===== config.mk =====
export PLATFORM = sky130hd
export DESIGN_NAME = rthh_finish
export DESIGN_NICKNAME = d
export VERILOG_FILES = /design/src/rtl/core/rthh_pkg.sv /design/src/rtl/core/rthh_finish.sv
export SDC_FILE = /design/constraint.sdc
export NUM_CORES = 1
export LEC_CHECK = 0
export ABC_AREA = 1
export BUFFER_PORTS_ARGS = -buffer_cell sky130_fd_sc_hd__buf_2
export CORE_MARGIN = 2
export CORE_UTILIZATION = 55
export CTS_BUF_LIST = sky130_fd_sc_hd__clkbuf_8
export DETAILED_ROUTE_END_ITERATION = 8
export GPL_TIMING_DRIVEN = 0
export PLACE_DENSITY = 0.9
export REMOVE_ABC_BUFFERS = 1
export SYNTH_ARGS = -nofsm -noshare
export SYNTH_HDL_FRONTEND = slang
export SYNTH_SLANG_ARGS = --single-unit

===== constraint.sdc =====
create_clock -name i_clk -period 4.12 [get_ports i_clk]
set_input_delay 0 -clock i_clk [delete_from_list [all_inputs] [get_ports i_clk]]
set_output_delay 0 -clock i_clk [all_outputs]
set_load 0.05 [all_outputs]

===== src/rtl/core/rthh_pkg.sv =====
`default_nettype none
package rthh_pkg;
    localparam int ANGLE_FRAC_BITS_DEF = 12;
    localparam int ACC_BITS = 24;
    localparam int CORDIC_STEPS = 24;
    localparam int XY_W = 33;
    localparam int Z_W = 34;
    localparam logic [20:0] SQRT3_Q20 = 21'd1816187;
    localparam longint RAD2DEG_Q24 = 64'd961263669;

    typedef logic signed [XY_W-1:0] t_xy;
    typedef logic signed [Z_W-1:0] t_z;

    typedef struct packed {
        logic       grey;
        logic       neg_side;
        logic [8:0] deg;
    } t_tag;

    function automatic t_z atan_step(input int i);
        t_z v;
        begin
            case (i)
                0: v = 34'sd754974720;
                1: v = 34'sd445687602;
                2: v = 34'sd235489088;
                3: v = 34'sd119537938;
                4: v = 34'sd60000934;
                5: v = 34'sd30029717;
                6: v = 34'sd15018523;
                7: v = 34'sd7509720;
                8: v = 34'sd3754917;
                9: v = 34'sd1877466;
                10: v = 34'sd938734;
                11: v = 34'sd469367;
                default: v = Z_W'((RAD2DEG_Q24 + (64'd1 << (i - 1))) >> i);
            endcase
            return v;
        end
    endfunction
endpackage
`default_nettype wire


===== src/rtl/core/rthh_finish.sv =====
`default_nettype none
// Clamps and rounds the angle, forms hue in whole degrees, registered.
module rthh_finish #(
    parameter int ANGLE_FRAC_BITS = rthh_pkg::ANGLE_FRAC_BITS_DEF
) (
    input  wire logic           i_clk,
    input  wire logic           i_en,
    input  wire rthh_pkg::t_z   i_z,
    input  wire logic           i_hold,
    input  wire rthh_pkg::t_tag i_tag,
    output rthh_pkg::t_tag      o_tag
);
    localparam int SH = rthh_pkg::ACC_BITS - ANGLE_FRAC_BITS;
    localparam int HW = 9 + ANGLE_FRAC_BITS + 1;
    localparam rthh_pkg::t_z TOP = rthh_pkg::t_z'(180) <<< rthh_pkg::ACC_BITS;
    rthh_pkg::t_z zc, th;
    logic signed [HW-1:0] hue;
    logic [8:0] deg;
    rthh_pkg::t_tag n_tag;

    always_comb begin
        zc = i_z;
        if (!i_hold) begin
            if (zc < 0) zc = '0;
            if (zc > TOP) zc = TOP;
        end
        th = (zc + (rthh_pkg::t_z'(1) <<< (SH - 1))) >>> SH;
        if (i_tag.neg_side) begin
            hue = (HW'(360) <<< ANGLE_FRAC_BITS) - HW'(th);
        end else begin
            hue = HW'(th);
        end
        if (hue < 0) hue = '0;
        if ((hue >>> ANGLE_FRAC_BITS) > 359) begin
            deg = 9'd359;
        end else begin
            deg = 9'(hue >>> ANGLE_FRAC_BITS);
        end
        n_tag = i_tag;
        n_tag.deg = i_tag.grey ? 9'd0 : deg;
    end

    always_ff @(posedge i_clk) begin
        if (i_en) o_tag <= n_tag;
    end
endmodule
`default_nettype wire


; Word-level counts from Yosys, hierarchy flattened
; Index checks and enable logic that the tools add are counted.
[word_totals]
ff_bits = 11
in_bits = 48
out_inout_bits = 11
wordCells = 18
latch_bits = 0
ramBits = 0
romBits = 0
mem_count = 0
[classes]
bitwise = 0
n_eq_ne = 0
order_cmp = 4
reduce_logical = 1
n_shift = 0
muxes = 7
n_mul = 0
n_div = 0
n_addsub = 2
[ops]
columns = operator, count
row1 = 34-bit two-way mux, 4
row2 = 22-bit two-way mux, 2
row3 = 34-bit by 13-bit adder with 34-bit output (second input constant), 1
row4 = 34-bit by 33-bit greater-than comparator with 1-bit output (second input constant), 1
row5 = 34-bit by 1-bit less-than comparator with 1-bit output (second input constant), 1
row6 = 22-bit by 1-bit less-than comparator with 1-bit output (second input constant), 1
row7 = 22-bit subtractor (first input constant), 1
row8 = 10-bit greater-than comparator (second input constant), 1
row9 = 9-bit two-way mux, 1
row10 = 2-bit OR reduction, 1

; Depth between registers and ports, before layout
[logic_depth]
word_depth = 13
depth_mapped = 35

; Worst setup path after synthesis
; OpenSTA, ideal clock, no wires.
[synth_timing]
path_kind = in2reg
startpoint = input port i_z[15]
endpoint = register o_tag[3] (netlist bit) (data pin)
t_arrival_ps = 3184
slack_ps = 681
stages = 29
setup_ps = 255
cell_sequence = buf_6 nor2_1 nand2_1 nor2_1 nand3_1 o21ai_2 buf_6 nand2_2 nor2_1 ha_1 inv_1 nor4_1 nand4_2 nor2_4 nand4_1 nand2_1 nand2_1 nor2_1 inv_1 nor2_2 nand3_2 nand2_2 nand2_2 nand2_4 nand3_2 nor2_2 nand2_2 nand3_1 nor2_1
[synth_between]
elab_chain_len = 13
[synth_rtl]
columns = element, line
row1 = start: declaration, rthh_finish.sv:8  ; input wire rthh_pkg::t_z i_z,
row2 = 34-bit by 1-bit less-than comparator with 1-bit output, rthh_finish.sv:24  ; if (zc < 0) zc = '0;
row3 = 34-bit two-way mux, rthh_finish.sv:24
row4 = 34-bit two-way mux, rthh_finish.sv:23  ; if (!i_hold) begin
row5 = 34-bit by 33-bit greater-than comparator with 1-bit output, rthh_finish.sv:25  ; if (zc > TOP) zc = TOP;
row6 = 34-bit two-way mux, rthh_finish.sv:25
row7 = 34-bit two-way mux *, rthh_finish.sv:23
row8 = 34-bit by 13-bit adder with 34-bit output *, rthh_finish.sv:27  ; th = (zc + (rthh_pkg::t_z'(1) <<< (SH - 1))) >>> SH;
row9 = 22-bit subtractor, rthh_finish.sv:29  ; hue = (HW'(360) <<< ANGLE_FRAC_BITS) - HW'(th);
row10 = 22-bit two-way mux *, rthh_finish.sv:28  ; if (i_tag.neg_side) begin
row11 = 22-bit by 1-bit less-than comparator with 1-bit output, rthh_finish.sv:33  ; if (hue < 0) hue = '0;
row12 = 22-bit two-way mux *, rthh_finish.sv:33
row13 = 10-bit greater-than comparator, rthh_finish.sv:34  ; if ((hue >>> ANGLE_FRAC_BITS) > 359) begin
row14 = 2-bit OR reduction (no line), --
row15 = end signal: assignment, rthh_finish.sv:44  ; if (i_en) o_tag <= n_tag;
row16 = end: declaration, rthh_finish.sv:11  ; output rthh_pkg::t_tag o_tag
; Every way passes the cells marked *; elsewhere a longest branch is shown, timed or not. The select of a mux whose other input is x is not followed.
; A chain may end at the register's enable or synchronous reset.

; Worst setup path in the final report
; Ends and elaborated chain as after synthesis.

==> summary.txt <==
==================================================================================
Floorplan die height ................................................ 65.34 microns
Final-stage net count ...............................................          491
Clock slew seen by the registers of the worst setup and hold paths ..        50 ps
Max-Cap Viols .......................................................            0
Time the worst path needs with I/O delays and setup .................      3757 ps
Worst Hold Class ....................................................    in -> reg
Number of rows created at floorplan .................................           22
Total wire length ................................................... 6039 microns
Number of failing setup endpoints in the final timing report ........            0
Post-DR wirelength/cell ............................................. 12.35 microns
Worst path max stage delay ..........................................       230 ps
Last weighted congestion value of the routability-driven placer .....       0.9110
Count of buffers from port buffering ................................           49
Count of unique library cells instantiated by Yosys .................           31
Arrival time of data at the critical path endpoint ..................      3750 ps
Buffer levels on the longest clock path .............................            2
Sequential area share after synthesis ...............................       0.1596
Drt drc .............................................................            0
Remaining antenna violation count after routing .....................            0
Type of element launching the critical path .........................   input port
Max reg flops .......................................................           11
Max Clock Freq ......................................................   0.2661 GHz
Initial DRC Count ...................................................          266
Total negative slack for setup checks ...............................         0 ps
Cell area after synthesis ...........................................   2069 sq um
Required time of the critical path ..................................      4110 ps
Registers with the most flip-flops ..................................    o_tag x11
Max-slew headroom ...................................................       0.6294
Pin count of the biggest net entering global routing ................           25
Fin. max-slew vios ..................................................            0
Core outline area ...................................................   3633 sq um
Share of final-layout standard cells stronger than drive strength 1 .       0.2245
Number of buffers added by the clock tree synthesis step ............            3
Worst Setup End Kind ................................................     register
Count of antenna diodes in the layout ...............................            0
Root buffer selected by CTS ......................................... sky130_fd_sc_hd__clkbuf_8
Average instance area after synthesis ...............................  5.320 sq um
Critical path type ..................................................    in -> reg
Final period util ...................................................       0.9120
Vias in the first global route ......................................         2482
Number of detailed-route iterations in the first pass ...............            7
Most repeated library cell on the critical path ..................... sky130_fd_sc_hd__nand2_1
Register with the most flip-flops ...................................        o_tag
Actual transition at the worst max-transition pin ...................     550.8 ps
Maximum VDD drop ....................................................    0.1095 mV
Hold Fails Final Rpt ................................................            0
Power Density ....................................................... 195.0 nW/um^2
Ports placed on the boundary ........................................           59
Gate count after technology mapping .................................          389
Overall power after layout ..........................................  0.0004845 W
Critical path fanouts, max ..........................................           10
Total number of vias ................................................         2727
CTS tree ............................................................        built
Cell at the slowest stage of the critical path ...................... sky130_fd_sc_hd__ha_2
# H-tree levels .....................................................            1
P&R area growth vs syn ..............................................       20.07%
Combined global-route utilization of all metal layers ...............       0.2982
Flip-flop and latch count after synthesis ...........................           11
Number of warning messages in the yosys log .........................            0
Initial core utilization ............................................       0.5696
First-pass GRT wire length .......................................... 10290 microns
Hpwl dp ............................................................. 4564 microns
Drt via density .....................................................        5.577
Most common library cell in the layout ignoring fill and taps ....... sky130_fd_sc_hd__nand2_1
Leakage .............................................................     1.290 nW
Horiz. Die Dim ...................................................... 65.34 microns
Number of sinks driven by the clock tree ............................           11
Antenna violations before repair ....................................            0
Full die area .......................................................   4269 sq um
Result of the run ................................................... finished clean
Grt ovf .............................................................            0
Commonest cells after routing, fill and taps aside .................. 110 x sky130_fd_sc_hd__nand2_1, 68 x sky130_fd_sc_hd__nor2_1, 60 x sky130_fd_sc_hd__inv_1
==================================================================================
final cells by class:
class                   count  area, sq um
fillers                   358         1149
multi-input cells         308         1524
clock buffers               3        41.29
clock inverters             1        3.754
repair buffers             53        277.8
well taps                  48        60.06
flip-flops and latches     11        330.3
inverters                  65        247.7
worst paths after layout:
check    start        to  slack [ps]  cells past startpoint
max    i_z[15]  o_tag[3]         360                     31
min       i_en  o_tag[5]         150                      1
metal layers:
layer / part of all wire / GRT usage
met2: 0.48 / 0.5281
met3: 0.087 / 0.03425
met4: 0.033 / 0.08854
met5: 0 / 0
met1: 0.40 / 0.3786
stage by stage:
step             util  hold WS, ps  area, sq um  setup WS (ps)  std cells
3_3_place_gp   0.6419        207.5         2332         -475.9        480
5_1_grt        0.6839        152.6         2485         -33.16        489
2_1_floorplan       -        98.87         2027          407.6        383
6_report       0.6839        145.9         2485          362.6        489
4_1_cts        0.6636        147.4         2411          166.5        487
3_5_place_dp   0.6419        216.1         2332         -627.1        480
critical path: cells and delay by family:
kind / cells / cell delay, ps
buf+inv: 4 / 450
compound gates: 1 / 210
fa+ha+maj: 1 / 230
simple gates: 25 / 2850
where the power goes:
group	leakage, nW	internal (W)	total, W	switching, W
clock	0.0269	0.0000653	0.000105	0.0000396
sequential	0.106	0.000136	0.000138	0.00000230
combinational	1.16	0.0000707	0.000241	0.000171
what timing repair did:
action / 4_1_cts / 5_1_grt
hold endpoints to repair: 1 / 0
gates cloned: 1 / 0
hold buffers: 1 / 0
setup buffers: 1 / 2
gates resized for setup: 1 / 15
endpoints found under the setup margin: 8 / 8
pin swaps: 1 / 3
synthesized netlist by cell type, drive strengths merged:
master	count	area share
a21oi	8	0.023
buf	5	0.019
clkbuf	1	0.0018
clkinv	1	0.0018
edfxtp	11	0.16
ha	1	0.0060
inv	64	0.12
nand2	116	0.22
nand3	53	0.14
nand3b	2	0.0073
nand4	20	0.070
nor2	84	0.17
nor3	7	0.017
nor4	2	0.0060
o211ai	1	0.0036
o21ai	9	0.024
o21bai	1	0.0036
or2	1	0.0030
xor2	2	0.0085
cells by family (layout without fill, tap and decap cells):
group	Yosys count	after routing	synth area share
xor gates and xnor gates	2	2	0.008466
AOI/OAI and AO/OA	19	20	0.05382
and+or+nand+nor	285	285	0.6336
DFF	11	11	0.1596
buffers and inverters	71	122	0.1384
adders and majority gates	1	1	0.006045
(Power assumes the default switching activity.)
