<file path="src/rtl/core/rthh_pkg.sv">
`default_nettype none
package rthh_pkg;
    localparam int ANGLE_FRAC_BITS_DEF = 12;
    localparam int ACC_BITS = 24;
    localparam int CORDIC_STEPS = 24;
    localparam int XY_W = 33;
    localparam int Z_W = 34;
    localparam logic [20:0] SQRT3_Q20 = 21'd1816187;
    localparam longint RAD2DEG_Q24 = 64'd961263669;

    typedef logic signed [XY_W-1:0] t_xy;
    typedef logic signed [Z_W-1:0] t_z;

    typedef struct packed {
        logic       grey;
        logic       neg_side;
        logic [8:0] deg;
    } t_tag;

    function automatic t_z atan_step(input int i);
        t_z v;
        begin
            case (i)
                0: v = 34'sd754974720;
                1: v = 34'sd445687602;
                2: v = 34'sd235489088;
                3: v = 34'sd119537938;
                4: v = 34'sd60000934;
                5: v = 34'sd30029717;
                6: v = 34'sd15018523;
                7: v = 34'sd7509720;
                8: v = 34'sd3754917;
                9: v = 34'sd1877466;
                10: v = 34'sd938734;
                11: v = 34'sd469367;
                default: v = Z_W'((RAD2DEG_Q24 + (64'd1 << (i - 1))) >> i);
            endcase
            return v;
        end
    endfunction
endpackage
`default_nettype wire

</file>
<file path="src/rtl/core/rthh_cordic_stage.sv">
`default_nettype none
// One vectoring micro-rotation, registered, with its own valid bit.
module rthh_cordic_stage #(
    parameter int STEP = 0
) (
    input  wire logic            i_clk,
    input  wire logic            i_rst_n,
    input  wire logic            i_en,
    input  wire logic            i_valid,
    input  wire rthh_pkg::t_xy   i_x,
    input  wire rthh_pkg::t_xy   i_y,
    input  wire rthh_pkg::t_z    i_z,
    input  wire logic            i_hold,
    input  wire rthh_pkg::t_tag  i_tag,
    output logic                 o_valid,
    output rthh_pkg::t_xy        o_x,
    output rthh_pkg::t_xy        o_y,
    output rthh_pkg::t_z         o_z,
    output logic                 o_hold,
    output rthh_pkg::t_tag       o_tag
);
    localparam rthh_pkg::t_z A = rthh_pkg::atan_step(STEP);
    rthh_pkg::t_xy n_x, n_y;
    rthh_pkg::t_z  n_z;
    logic r_valid;

    // The arithmetic shift rounds toward minus infinity, as the rotation needs.
    always_comb begin
        if (i_hold) begin
            n_x = i_x;
            n_y = i_y;
            n_z = i_z;
        end else if (i_y > 0) begin
            n_x = i_x + (i_y >>> STEP);
            n_y = i_y - (i_x >>> STEP);
            n_z = i_z + A;
        end else begin
            n_x = i_x - (i_y >>> STEP);
            n_y = i_y + (i_x >>> STEP);
            n_z = i_z - A;
        end
    end

    always_ff @(posedge i_clk) begin
        if (!i_rst_n) begin
            r_valid <= 1'b0;
        end else if (i_en) begin
            r_valid <= i_valid;
        end
    end

    always_ff @(posedge i_clk) begin
        if (i_en) begin
            o_x <= n_x;
            o_y <= n_y;
            o_z <= n_z;
            o_hold <= i_hold;
            o_tag <= i_tag;
        end
    end
    assign o_valid = r_valid;
endmodule
`default_nettype wire

</file>
<file path="config.mk">
export PLATFORM = sky130hd
export DESIGN_NAME = rthh_cordic_stage
export DESIGN_NICKNAME = d
export VERILOG_FILES = /design/src/rtl/core/rthh_pkg.sv /design/src/rtl/core/rthh_cordic_stage.sv
export SDC_FILE = /design/constraint.sdc
export NUM_CORES = 1
export LEC_CHECK = 0
export BUFFER_PORTS_ARGS = -buffer_cell sky130_fd_sc_hd__buf_2
export CAP_MARGIN = 20
export CORE_ASPECT_RATIO = 1.25
export CORE_MARGIN = 5
export CORE_UTILIZATION = 49
export CTS_CLUSTER_SIZE = 20
export DETAILED_ROUTE_END_ITERATION = 12
export PLACE_DENSITY = 0.73
export SLEW_MARGIN = 40
export SYNTH_ARGS = -nofsm -noshare
export SYNTH_HDL_FRONTEND = slang
export SYNTH_SLANG_ARGS = --single-unit
</file>
<file path="constraint.sdc">
create_clock -name i_clk -period 9.7 [get_ports i_clk]
set_clock_uncertainty 0.15 [all_clocks]
set_input_delay 0.97 -clock i_clk [delete_from_list [all_inputs] [get_ports i_clk]]
set_output_delay 0.97 -clock i_clk [all_outputs]
set_load 0.005 [all_outputs]
</file>
Word-level counts from Yosys, hierarchy flattened
Cells that the tools add are included.
{ "totals": {"in_bits": 116, "word_cells": 20, "register_bits": 113, "output_inout_bits": 113} }
{ "classes": {"mux": 6, "order_cmp": 1, "add_sub_neg": 5} }
{ "op_table": {"columns": ["op", "n"], "rows": [
  ["two-way mux 33 bit", 4],
  ["two-way mux 34 bit", 2],
  ["subtractor 33 bit", 2],
  ["adder 34 x 31 -> 34 bit (second input constant)", 1],
  ["subtractor 34 x 31 -> 34 bit (second input constant)", 1],
  ["adder 33 bit", 1],
  ["> comparator 33 x 1 -> 1 bit (second input constant)", 1]
]} }

Depth between registers and ports, before layout
Gate-level depths: netlist (run 1).
{ "depth": {"word_depth": 3, "depth_mapped": 19, "depth_no_buf": 16} }

Worst setup path after synthesis (run 1)
No wires, ideal clock.
{ "synth_timing": {"path_type": "input -> register", "startpoint": "input port i_y[23]", "endpoint": "register o_z[33] (data pin)", "arrival_ps": 4017, "stages": 18, "setup_slack_ps": 5273, "cell_sequence": "nor4_1 > nand4_1 > nor2_1 > or2_2 > clkbuf_1 > clkbuf_1 > buf_1 > ha_1 > a21o_1 > a21oi_1 > o21ai_0 > a21oi_1 > o21bai_1 > a21oi_1 > o21ai_0 > xnor2_1 > nor2_1 > xor2_1"} }
{ "synth_between": {"elab_chain_cells": 3} }
{ "synth_lines": {"columns": ["element", "line_no", "rtl"], "rows": [
  ["start: declaration", "rthh_cordic_stage.sv:11", "input wire rthh_pkg::t_xy i_y,"],
  ["> comparator 33 x 1 -> 1 bit", "rthh_cordic_stage.sv:33", "end else if (i_y > 0) begin"],
  ["two-way mux 34 bit", "rthh_cordic_stage.sv:33", null],
  ["two-way mux 34 bit", "rthh_cordic_stage.sv:29", "if (i_hold) begin"],
  ["named net n_z[33]", "rthh_cordic_stage.sv:24", "rthh_pkg::t_z n_z;"],
  ["end signal: assignment", "rthh_cordic_stage.sv:56", "o_z <= n_z;"],
  ["end: declaration", "rthh_cordic_stage.sv:18", "output rthh_pkg::t_z o_z,"]
]} }
The timed path passes the listed nets, and every way through them passes these cells.
A chain may end at the register's enable or synchronous reset.

Worst setup path after layout (run 1)
{ "layout_timing": {"startpoint": "input port i_y[15]", "endpoint": "register o_z[33] (data pin)"} }
The elaborated chain is that of the path after synthesis.

==> results of run 1 <==
## synth_stat cells, drive strengths merged, types with 4 or more instances
master	number	area share, %
nor2	107	3.9
a221oi	5	0.43
edfxtp	112	33
ha	104	13
clkbuf	31	1.1
xor2	11	0.94
a21oi	139	6.8
nor3	21	1.0
xnor2	55	4.7
nand4	12	0.73
nor2b	8	0.49
nand3	9	0.44
or3	10	0.61
o21bai	24	1.8
mux2i	28	2.7
o31ai	11	0.81
inv	112	4.1
and3	4	0.24
nand2b	12	0.76
o21a	7	0.51
fa	4	0.78
nand2	91	3.3
a211oi	13	1.1
and2	6	0.37
a31oi	11	0.73
o211ai	11	0.81
o221ai	5	0.49
nor4	17	1.2
a21o	24	1.8
o21ai	100	5.0
a2111oi	4	0.48
buf	31	1.4
o31a	6	0.51
## final cells by class
type                            instances  area share, %
Clock buffer                           18          3.531
Sequential cell                       113          27.84
Clock inverter                         14          1.688
Tap cell                              274          2.821
Multi-Input combinational cell        906          50.86
Inverter                              112          3.459
Timing Repair Buffer                  233          9.781
Antenna cell                            1        0.02059
## logic make-up after synthesis
group	after synthesis
buf+inv	174
compound gates	396
mux	29
xor+xnor	66
fa+ha+maj	108
simple gates	307
flops	113
## where the power goes
part           switching [µW]  total, µW  internal (µW)
logic                     342        564            222
registers                13.4        619            606
clock network             260        694            434
## flip-flops by register name (all words and copies together), names as in the netlist
signal,count
o_y,33
o_x,33
o_valid,1
o_z,34
o_hold,1
o_tag,11
## critical path, stage by stage
cell and delay (ns):
buf_2 0.13, nor4_1 0.64, nand4_1 0.31, nor2_1 0.15
or2_2 0.16, buf_6 0.54, ha_1 0.38, a21oi_1 0.23
o21bai_1 0.10, a21oi_1 0.22, o21ai_0 0.16, xnor2_1 0.15
nor2_1 0.06, xor2_1 0.16
## through the flow
| step | hold slack (ns) | util, % | power, µW |
|---|---|---|---|
| finish | 0.3683 | 58.59 | 1877 |
| global route | 0.3911 | 58.57 | 1968 |
| CTS | 0.3714 | 58.56 | 1882 |
| detailed placement | 0.3536 | 55.50 | 1185 |
| global placement | 0.3442 | 55.48 | 1178 |
| floorplan | 0.3573 | - | 988.6 |
## worst paths after layout
| check | from | end | depth (start not counted) |
|---|---|---|---|
| worst max-delay path | i_y[15] | o_z[33] | 14 |
| worst min-delay path | o_valid | o_valid | 2 |
| worst max register to register | o_valid | o_valid | 2 |
| worst min register to register | o_valid | o_valid | 2 |
## per-layer routing
metal,up-vias,part of all wire [%]
met5,-,0.097
met4,4,4.4
met3,105,7.3
met2,437,48
met1,4471,40
li1,4670,-
## layout by cell type (no fill, tap or decap), types with 4 or more instances in the layout
| cell type | count |
|---|---|
| nor3_1 | 21 |
| ha_1 | 104 |
| o21ai_0 | 69 |
| nand2_1 | 91 |
| o21ai_1 | 29 |
| nor2_1 | 107 |
| o31a_1 | 6 |
| inv_2 | 7 |
| mux2i_1 | 28 |
| a21o_1 | 24 |
| xnor2_1 | 55 |
| buf_2 | 227 |
| clkinv_4 | 5 |
| nand3_1 | 9 |
| a31oi_1 | 10 |
| nand4_1 | 12 |
| and2_1 | 6 |
| o21bai_1 | 24 |
| nor2b_1 | 8 |
| inv_1 | 104 |
| edfxtp_1 | 112 |
| nor4_1 | 15 |
| nand2b_1 | 11 |
| a211oi_1 | 10 |
| o21a_1 | 7 |
| or3_1 | 10 |
| o31ai_1 | 11 |
| clkbuf_16 | 17 |
| o211ai_1 | 11 |
| a21oi_1 | 138 |
| xor2_1 | 11 |
| fa_1 | 4 |
| buf_4 | 4 |
| bufinv_16 | 4 |
| o221ai_1 | 4 |
| and3_1 | 4 |
| a221oi_1 | 5 |
==> results.py, run 1 <==
metrics = {
    "power": {
        "ir_worst_vdd_v": 0.0001238,
        "p_leak_uw": 0.005430,
        "cellPowerDensity_nw_per_um2": 154.5,
    },
    "setup_path": {
        "rrSetupSlack_ns": 8.97,
        "crit_path_max_fanout": 79,
        "crit_required_ns": 9.72,
        "cp_data_arrival_time_ns": 4.36,
        "start_kind": "input pin",
        "setup.worst_path.end_class": "flop",
        "path_class": "input pin to flop",
    },
    "timing": {
        "max_freq_ghz": 0.2306,
        "rsz0062_at_grt": "no",
        "setup_viol": 0,
        "min_period_ns": 4.336,
        "finalHoldViolations": 0,
        "timing.final.ws_setup_ns": 5.364,
        "period_share_pct": 44.70,
        "slew_violations": 0,
        "slew_headroom_pct": 49.82,
        "worst_pin_slew_ns": 0.7497,
        "tns_ns": 0,
    },
    "die": {
        "boundaryPins": 229,
        "dieArea_um2": 23930,
        "fp.dieW_um": 139.4,
        "coreArea_um2": 20740,
        "rows": 59,
        "dieHeight_um": 171.7,
        "start_util_pct": 49.41,
    },
    "grt": {
        "grt_antenna_before_repair": 2,
        "grt-ovfl-total": 0,
        "grt_max_degree": 80,
        "grtUsageMet2_pct": 44.07,
        "grt_pass1_vias": 9414,
        "grt_use_met1_pct": 31.37,
        "grt_usage_pct": 25.70,
        "grtUsageMet3_pct": 4.839,
        "grt_pass1_wl_mm": 49.01,
        "busiest_layer": "met2",
    },
    "final_layout": {
        "fin_area_um2": 12150,
        "finalNetCount": 1607,
        "final_cells": 1671,
        "nFillCells": 1903,
        "drive_above_1_share_pct": 21.06,
        "syn_to_final_growth_pct": 18.58,
        "multi_input_area_um2": 6181,
        "seqCellArea_um2": 3383,
    },
    "clock_tree": {
        "cts-resized-gates": 0,
        "worstSkewPairLatency_ns": 0.42,
        "cts_sinks": 113,
        "path_clk_slew_ns": 0.06,
        "cts_root_buffer": "clkbuf_16",
        "cts_tree": "done",
        "cts-buffers-inserted": 17,
        "holdBufCountCts": 0,
        "clockBufferDepth": 2,
        "htree_levels": 4,
        "cts_setup_buffers": 0,
    },
    "logic_synthesis": {
        "synth_edf_count": 112,
        "ys_ff_latch": 113,
        "syn_nets": 1417,
        "synth_xor_area_share_pct": 5.640,
        "synthAdderAreaFrac_pct": 13.48,
        "syn_avg_cell_area_um2": 8.591,
        "synth_mux_area_share_pct": 2.845,
        "synth_ff_type": "edfxtp_1",
        "synth_top_family_by_area": "compound AO/OA/AOI/OAI gates",
        "post_synth_num_cell_types": 81,
        "ys_async_sr_fraction_pct": 0,
        "seq_area_frac_synth_pct": 33.01,
        "synth_compound_area_share_pct": 24.48,
        "yosys_warnings": 0,
        "syn_area_um2": 10250,
        "synthSimpleGateAreaFrac_pct": 13.87,
        "synth_cells": 1193,
    },
    "worst_hold_path": {
        "hold_class": "flop to flop",
    },
    "placed_design": {
        "placed_cell_area_um2": 11510,
        "port_buffers": 228,
        "placedCellCount": 1638,
        "gp_congestion": 0.9704,
        "dp_slack_ns": 4.835,
        "place_hpwl_mm": 24.10,
    },
    "routing": {
        "vias": 9687,
        "vias_per_cell": 5.797,
        "first_pass_iters": 6,
        "drtIter0Drc": 797,
        "drc": 0,
        "detail_route.wl_per_cell_um": 19.09,
        "finalWirelength_mm": 31.90,
        "antenna_left": 0,
    },
    "run_status": {
        "status": "complete, no violations",
    },
    "flow_run": {
        "maxCapViolCount": 0,
    },
}
(Power assumes the default switching activity.)
==> run 2, diff against run 1 <==
==> constraint.sdc (replaced) <==
create_clock -name i_clk -period 4.25 [get_ports i_clk]
set_clock_uncertainty 0.15 [all_clocks]
set_input_delay 0.425 -clock i_clk [delete_from_list [all_inputs] [get_ports i_clk]]
set_output_delay 0.425 -clock i_clk [all_outputs]
set_load 0.005 [all_outputs]
==> results.py, run 2 (synthesis results as in run 1) <==
metrics = {
    "power": {
        "p_sw_share_pct": 33.67,
        "cellPowerDensity_nw_per_um2": 341.6,
        "p_leak_uw": 0.005541,
        "pwr-share-comb_pct": 31.6,
        "ir_worst_vdd_v": 0.0002758,
        "p_switching_uw": 1415,
        "intPower_uw": 2787,
        "total_power_uw": 4202,
        "seqPwrFrac_pct": 33.6,
        "p_clk_share_pct": 34.8,
    },
    "final_layout": {
        "reg_top3": "o_z x34, o_x x33, o_y x33",
        "drive_above_1_share_pct": 22.50,
        "nFillCells": 1901,
        "syn_to_final_growth_pct": 20.05,
        "fin_area_um2": 12300,
        "final_cell_mix": "buf_2 (227), a21oi_1 (138), edfxtp_1 (112), nor2_1 (107), inv_1 (105)",
        "finalNetCount": 1633,
        "largest_register_ffs": 34,
        "largest_register": "o_z",
        "final_common_cell": "buf_2",
    },
    "clock_tree": {
        "cts_sinks": 113,
        "cts-buffers-inserted": 17,
        "holdBufCountCts": 0,
        "htree_levels": 4,
        "cts-resized-gates": 0,
        "worstSkewPairLatency_ns": 0.42,
        "cts_tree": "done",
        "path_clk_slew_ns": 0.06,
        "cts_setup_buffers": 0,
        "clockBufferDepth": 2,
        "cts_root_buffer": "clkbuf_16",
    },
    "setup_path": {
        "cp_slowest_cell": "o41a_1",
        "path_cells": "buf_2 > inv_1 > ha_1 > fa_1 > nand2b_2 > a21oi_2 > o21ai_1 > and3b_1 > o41a_1 > o21ai_2 > a2111oi_1 > o311a_1 > or3_1 > a31oi_1",
        "cp_data_arrival_time_ns": 3.63,
        "crit_path_max_fanout": 5,
        "setup.worst_path.end_class": "flop",
        "r2r_start": "o_valid",
        "start_kind": "input pin",
        "worst-path-stages": 14,
        "r2r_cells": 2,
        "cp_top_family": "compound AO/OA/AOI/OAI gates",
        "crit_start": "i_y[0]",
        "crit_required_ns": 4.38,
        "timing.critical_path.buf_inv": 2,
        "path_class": "input pin to flop",
        "worst_path_largest_cell_delay_ns": 0.44,
    },
    "timing": {
        "hold-worst-slack_ns": 0.02082,
        "worst_pin_slew_ns": 0.8510,
        "slew_violations": 0,
        "setup_viol": 0,
        "max_freq_ghz": 0.2856,
        "min_period_ns": 3.502,
        "slew_headroom_pct": 43.20,
        "finalHoldViolations": 0,
        "tns_ns": 0,
        "timing.final.ws_setup_ns": 0.7482,
        "rsz0062_at_grt": "no",
        "period_share_pct": 82.39,
    },
    "die": {
        "dieArea_um2": 23930,
        "start_util_pct": 49.41,
        "coreArea_um2": 20740,
        "rows": 59,
        "boundaryPins": 229,
        "fp.dieW_um": 139.4,
        "dieHeight_um": 171.7,
    },
    "placed_design": {
        "gp_congestion": 1.001,
        "port_buffers": 228,
        "place_hpwl_mm": 24.88,
        "dp_slack_ns": 0.3811,
        "placed_cell_area_um2": 11700,
    },
    "worst_hold_path": {
        "hold_path_depth": 1,
        "hold_start": "i_z[1]",
        "hold_class": "input pin to flop",
    },
    "grt": {
        "grt_max_degree": 85,
        "grt_pass1_wl_mm": 50.78,
        "grtUsageMet3_pct": 4.561,
        "grt_antenna_before_repair": 2,
        "grt_pass1_vias": 9552,
        "grtUsageMet2_pct": 46.51,
        "busiest_layer": "met2",
        "grt_use_met1_pct": 32.20,
        "grt_usage_pct": 26.50,
        "grt-ovfl-total": 0,
    },
    "routing": {
        "vias": 9786,
        "drc": 0,
        "detail_route.wl_per_cell_um": 19.15,
        "first_pass_iters": 6,
        "vias_per_cell": 5.767,
        "antenna_left": 0,
        "drtIter0Drc": 757,
        "finalWirelength_mm": 32.50,
    },
    "flow_run": {
        "maxCapViolCount": 0,
    },
    "run_status": {
        "status": "complete, no violations",
    },
}
run 2: per-layer routing:
| metal | wire, µm | vias up | part of all wire (%) |
|---|---|---|---|
| met4 | 1200 | 2 | 3.7 |
| met3 | 2213 | 86 | 6.8 |
| li1 | - | 4712 | - |
| met1 | 12990 | 4577 | 40 |
| met5 | 11 | - | 0.034 |
| met2 | 16090 | 409 | 50 |
run 2: stage by stage:
step                      util [%]  cells
after floorplan                  -   1193
after global placement       56.38   1663
after detailed placement     56.38   1663
after CTS                    59.20   1695
after global routing         59.30   1696
final                        59.31   1697
run 2: final cells by class:
type / count / area, µm² / area share (%)
Multi-Input combinational cell: 906 / 6181 / 50.24
Clock buffer: 18 / 429.2 / 3.488
Inverter: 112 / 420.4 / 3.417
Sequential cell: 113 / 3383 / 27.50
Tap cell: 274 / 342.8 / 2.787
Clock inverter: 14 / 155.1 / 1.261
Timing Repair Buffer: 259 / 1389 / 11.29
Antenna cell: 1 / 2.502 / 0.02034
run 2: power by group through the flow:
| stage | sequential [µW] | combinational (µW) | clock, µW |
|---|---|---|---|
| 3_3_place_gp | 1430 | 1300 | 0 |
| 2_1_floorplan | 1450 | 802 | 0 |
| 5_1_grt | 1420 | 1460 | 1530 |
| 3_5_place_dp | 1440 | 1300 | 0 |
| 6_report | 1410 | 1330 | 1460 |
| 4_1_cts | 1410 | 1310 | 1480 |
run 2: worst paths after layout:
kind / endpoint / slack [ns]
max: o_y[28] / 0.75
min reg2reg: o_valid / 0.38
min: o_z[1] / 0.02
max reg2reg: o_valid / 3.51
